[src/rtl/pobf_pkg.sv]
// ----------------------------------------------------------------------------
// pobf_pkg: shared types and constants of the oriented box filter
// Register indexes, fixed field widths of the box set-up and its reset values.
// ----------------------------------------------------------------------------
package pobf_pkg;

   localparam int COORD_BITS_DEFAULT = 16;
   localparam int INDEX_BITS_DEFAULT = 24;

   localparam int EXT_BITS       = 16;
   localparam int ROT_BITS       = 16;
   localparam int ROT_FRAC       = 14;
   localparam int AXES           = 3;
   localparam int CSR_DATA_BITS  = 48;
   localparam int CSR_INDEX_BITS = 3;

   typedef enum logic [CSR_INDEX_BITS-1:0] {
      CSR_CENTER_X      = 3'd0,
      CSR_CENTER_Y      = 3'd1,
      CSR_CENTER_Z      = 3'd2,
      CSR_EXTENT_PACKED = 3'd3,
      CSR_ROT_COL_X     = 3'd4,
      CSR_ROT_COL_Y     = 3'd5,
      CSR_ROT_COL_Z     = 3'd6
   } csr_index_type;

   // Identity rotation: Q1.14 one on the diagonal
   localparam logic [CSR_DATA_BITS-1:0] ROT_COL_X_RESET = 48'h0000_0000_4000;
   localparam logic [CSR_DATA_BITS-1:0] ROT_COL_Y_RESET = 48'h0000_4000_0000;
   localparam logic [CSR_DATA_BITS-1:0] ROT_COL_Z_RESET = 48'h4000_0000_0000;

   // rot[k][i]: column k, row i; extent[k]: full extent along axis k
   typedef struct packed {
      logic [AXES-1:0][EXT_BITS-1:0]                extent;
      logic [AXES-1:0][AXES-1:0][ROT_BITS-1:0]      rot;
   } box_cfg_type;

endpackage

[src/rtl/pobf_csr.sv]
// ----------------------------------------------------------------------------
// pobf_csr: box set-up registers
// Holds centre, extents and rotation columns; writes beyond the list drop.
// ----------------------------------------------------------------------------
module pobf_csr
   import pobf_pkg::*;
#(
   parameter int COORD_BITS = COORD_BITS_DEFAULT
) (
   input  logic                                 clock,
   input  logic                                 reset,
   input  logic                                 csr_we,
   input  logic [CSR_INDEX_BITS-1:0]            csr_index,
   input  logic [CSR_DATA_BITS-1:0]             csr_wdata,
   output logic [AXES-1:0][COORD_BITS-1:0]      center,
   output box_cfg_type                          box_cfg
);

   logic [AXES-1:0][COORD_BITS-1:0]             center_ff;
   logic [AXES-1:0][EXT_BITS-1:0]               extent_ff;
   logic [AXES-1:0][AXES*ROT_BITS-1:0]          rot_ff;

   always_ff @(posedge clock) begin
      if (reset) begin
         center_ff <= '0;
         extent_ff <= '0;
         rot_ff[0] <= ROT_COL_X_RESET;
         rot_ff[1] <= ROT_COL_Y_RESET;
         rot_ff[2] <= ROT_COL_Z_RESET;
      end else if (csr_we) begin
         case (csr_index_type'(csr_index))
            CSR_CENTER_X:      center_ff[0] <= csr_wdata[COORD_BITS-1:0];
            CSR_CENTER_Y:      center_ff[1] <= csr_wdata[COORD_BITS-1:0];
            CSR_CENTER_Z:      center_ff[2] <= csr_wdata[COORD_BITS-1:0];
            CSR_EXTENT_PACKED: extent_ff    <= csr_wdata[AXES*EXT_BITS-1:0];
            CSR_ROT_COL_X:     rot_ff[0]    <= csr_wdata[AXES*ROT_BITS-1:0];
            CSR_ROT_COL_Y:     rot_ff[1]    <= csr_wdata[AXES*ROT_BITS-1:0];
            CSR_ROT_COL_Z:     rot_ff[2]    <= csr_wdata[AXES*ROT_BITS-1:0];
            default: ;  // drop writes to unused indexes
         endcase
      end
   end

   always_comb begin
      center         = center_ff;
      box_cfg.extent = extent_ff;
      for (int k = 0; k < AXES; k++) begin
         box_cfg.rot[k] = rot_ff[k];
      end
   end

endmodule

[config.mk]
export PLATFORM = sky130hd
export DESIGN_NAME = pobf_csr
export DESIGN_NICKNAME = d
export VERILOG_FILES = /design/src/rtl/pobf_pkg.sv /design/src/rtl/pobf_csr.sv
export SDC_FILE = /design/constraint.sdc
export NUM_CORES = 1
export LEC_CHECK = 0
export ABC_AREA = 1
export BUFFER_PORTS_ARGS = -buffer_cell sky130_fd_sc_hd__buf_2
export CORE_MARGIN = 5
export CORE_UTILIZATION = 51
export CTS_CLUSTER_DIAMETER = 200
export DETAILED_ROUTE_END_ITERATION = 6
export PLACE_DENSITY = 0.8
export REMOVE_ABC_BUFFERS = 1
export SETUP_SLACK_MARGIN = 0.5
export SLEW_MARGIN = 10
export SYNTH_ARGS = -nofsm -noshare
export SYNTH_HDL_FRONTEND = slang
export SYNTH_SLANG_ARGS = --single-unit
[constraint.sdc]
create_clock -name clock -period 1.7 [get_ports clock]
set_clock_uncertainty 0.05 [all_clocks]
set_input_delay 0.34 -clock clock [delete_from_list [all_inputs] [get_ports clock]]
set_output_delay 0.34 -clock clock [all_outputs]
set_load 0.02 [all_outputs]
==> flow_summary.ini <==
[global_route]
antenna_found_initial = 1
grt_use_total_pct = 30.4
grt_max_degree = 66
grt_first_pass_wirelength_mm = 53.4
grt_pass1_vias = 10072
grt_overflow = 0

[sta]
whs_ns = 0.0380
finalCritPeriodShare_pct = 82.0
rsz0062_at_grt = true
final-hold-violation-count = 0
finalSetupViolCount = 0
period_needed_ns = 1.39
relSlewSlack_pct = 75.9
worst_pin_slew_ns = 0.362
fmax_mhz = 718
final_max_slew_viol_count = 0
setup_slack_ns = 0.306

[critical_path]
path_cells = buf_6
cpPeakStageDelay_ns = 0.37
crit_type = flop to primary output
arrival_ns = 1.00
end_kind = primary output
crit_required_ns = 1.31
critPathSlowestCell = dfxtp_2
worst-path-buf-inv = 1
worstPathMaxFanout = 2
start_kind = flop
cp_top_family = flip-flops

[place]
hpwl_mm = 19.7
pre_cts_ws_ns = 0.142
place_congestion = 0.830
io_buffers = 293
placed_area_sq_mm = 0.0113
placed_cells = 1828

[run_status]
status = finished, final reports clean

[synthesis]
synth_ff_type = dfxtp_1
ys_types = 13
ys_warn_count = 0
yosys_register_bits = 240
synth_top_area_share_pct = 51.0
synth.avg_cell_area_sq_um = 6.89
yosysMostFrequentCell = nor2_1
yosysTopAreaCell = dfxtp_1
ys_top_cells_by_area = dfxtp_1 51%, nor2_1 19%, nand3_1 13%, nand2_1 9.8%, buf_2 2.3%
synth-edff-count = 0
async_flop_share_pct = 0
synthCells = 1366
syn-cell-area_sq_mm = 0.00942
ys_seq_area_share_pct = 51.0
synth_commonest_cells = 483 x nor2_1, 246 x nand2_1, 240 x dfxtp_1, 240 x nand3_1, 53 x inv_1

[clock_tree]
cts_inserted_buffers = 25
ctsHoldBuffers = 0
cts.sinks = 240
ctsRootBufferMaster = clkbuf_16
cts_buffer_depth = 3
htree_levels = 1
cts_tree = done
clk_pin_slew_ns = 0.06
insertion_delay_ns = 0.50

[worst_hold_path]
min_path_type = input port to flop

[floorplan]
core.rowCount = 49
core_area_sq_mm = 0.0181
dieArea_sq_mm = 0.0213
die_y_um = 146
initial_core_util_pct = 52.1
io_pins = 294
die_w_um = 146

[routing]
routed_wl_mm = 35.2
first_pass_iters = 7
dr_total_vias = 10582
drt_drc_violations_left = 0
ant_nets = 0
first_iter_violations = 873
avgViaCountPerCell = 5.53
wl_per_cell_um = 18.4

[power]
power_leakage_uw = 0.00657
total_power_uw = 13500
combPwrFrac_pct = 13.9
p_seq_share_pct = 44.7
p_switching_uw = 3520
p_clk_share_pct = 41.4
p_sw_share_pct = 26.1
ir_drop_v = 0.000760
powerDensity_mw_per_mm2 = 947
intPower_uw = 9970

[layout]
area_growth_syn_to_layout_pct = 51.3
fin_nets = 1721
fin_cells = 1914
layout-drive-gt1-share_pct = 39.3
finalInstanceArea_sq_mm = 0.0142

[flow_run]
cap_violations = 0
[cell type report]
cell class,count,area (sq um)
sequential,240,5110
multi-input combinational,974,4020
fill,1100,3840
timing repair buffer,371,3780
clock buffer,38,754
tap,229,287
inverter,55,214
clock inverter,6,83.8
antenna,1,2.50
[routing by layer]
layer  vias to the layer above  part of all wire [%]  global-route usage (%)
met4                         0                   5.0                    13.7
met3                       138                    10                    8.66
met2                       692                    49                    52.8
met5                         -                     0                       0
li1                       4830                     -                       -
met1                      4922                    36                    34.6
[sequential cells by signal (all words and copies together) (netlist names)]
signal / flops
box_cfg: 192
center: 48
[metrics by stage]
stage	setup TNS, ns	util, %
finish	0	78.8
floorplan	-641.86	-
detailed placement	0	62.4
global placement	0	62.4
CTS	0	77.8
global route	0	78.8
[placed cells by master, fill, tap and decap left out]
| cell type | n |
|---|---|
| o21ai_0 | 3 |
| bufinv_16 | 2 |
| nand3_1 | 240 |
| clkbuf_8 | 8 |
| dfxtp_2 | 239 |
| clkinv_2 | 3 |
| clkbuf_16 | 25 |
| inv_2 | 1 |
| buf_4 | 60 |
| nor2_4 | 8 |
| diode_2 | 1 |
| inv_1 | 52 |
| dfxtp_4 | 1 |
| nor2_1 | 477 |
| inv_6 | 2 |
| clkbuf_1 | 5 |
| nand2_1 | 246 |
| buf_2 | 53 |
| inv_4 | 1 |
| buf_12 | 18 |
| buf_6 | 240 |
[what timing repair did]
action | 4_1_cts | 5_1_grt
setup buffers | 17 | 24
setup endpoints to repair | 240 | 240
gates resized for setup | 720 | 1
[power groups by stage]
stage | logic [uW] | clock network [uW] | registers, uW
6_report | 1880 | 5590 | 6020
5_1_grt | 2010 | 5880 | 6040
4_1_cts | 1780 | 5590 | 6010
3_5_place_dp | 1530 | 0 | 6050
3_3_place_gp | 1510 | 0 | 6050
2_1_floorplan | 784 | 0 | 6280
[final timing paths]
| path | slack [ns] | startpoint | cells past startpoint | endpoint |
|---|---|---|---|---|
| min | 0.04 | csr_wdata[46] | 3 | box_cfg[142] |
| min reg2reg | 0.43 | box_cfg[132] | 2 | box_cfg[132] |
| max reg2reg | 0.78 | box_cfg[153] | 4 | box_cfg[153] |
| max | 0.31 | box_cfg[15] | 1 | box_cfg[15] |
[kinds of logic after synthesis]
family	synth area share [%]
AND/OR/NAND/NOR	41.9
flip-flops	51.0
buffers and inverters	6.88
AO/OA/AOI/OAI	0.159
No activity file was read; power rests on OpenSTA's default activity.
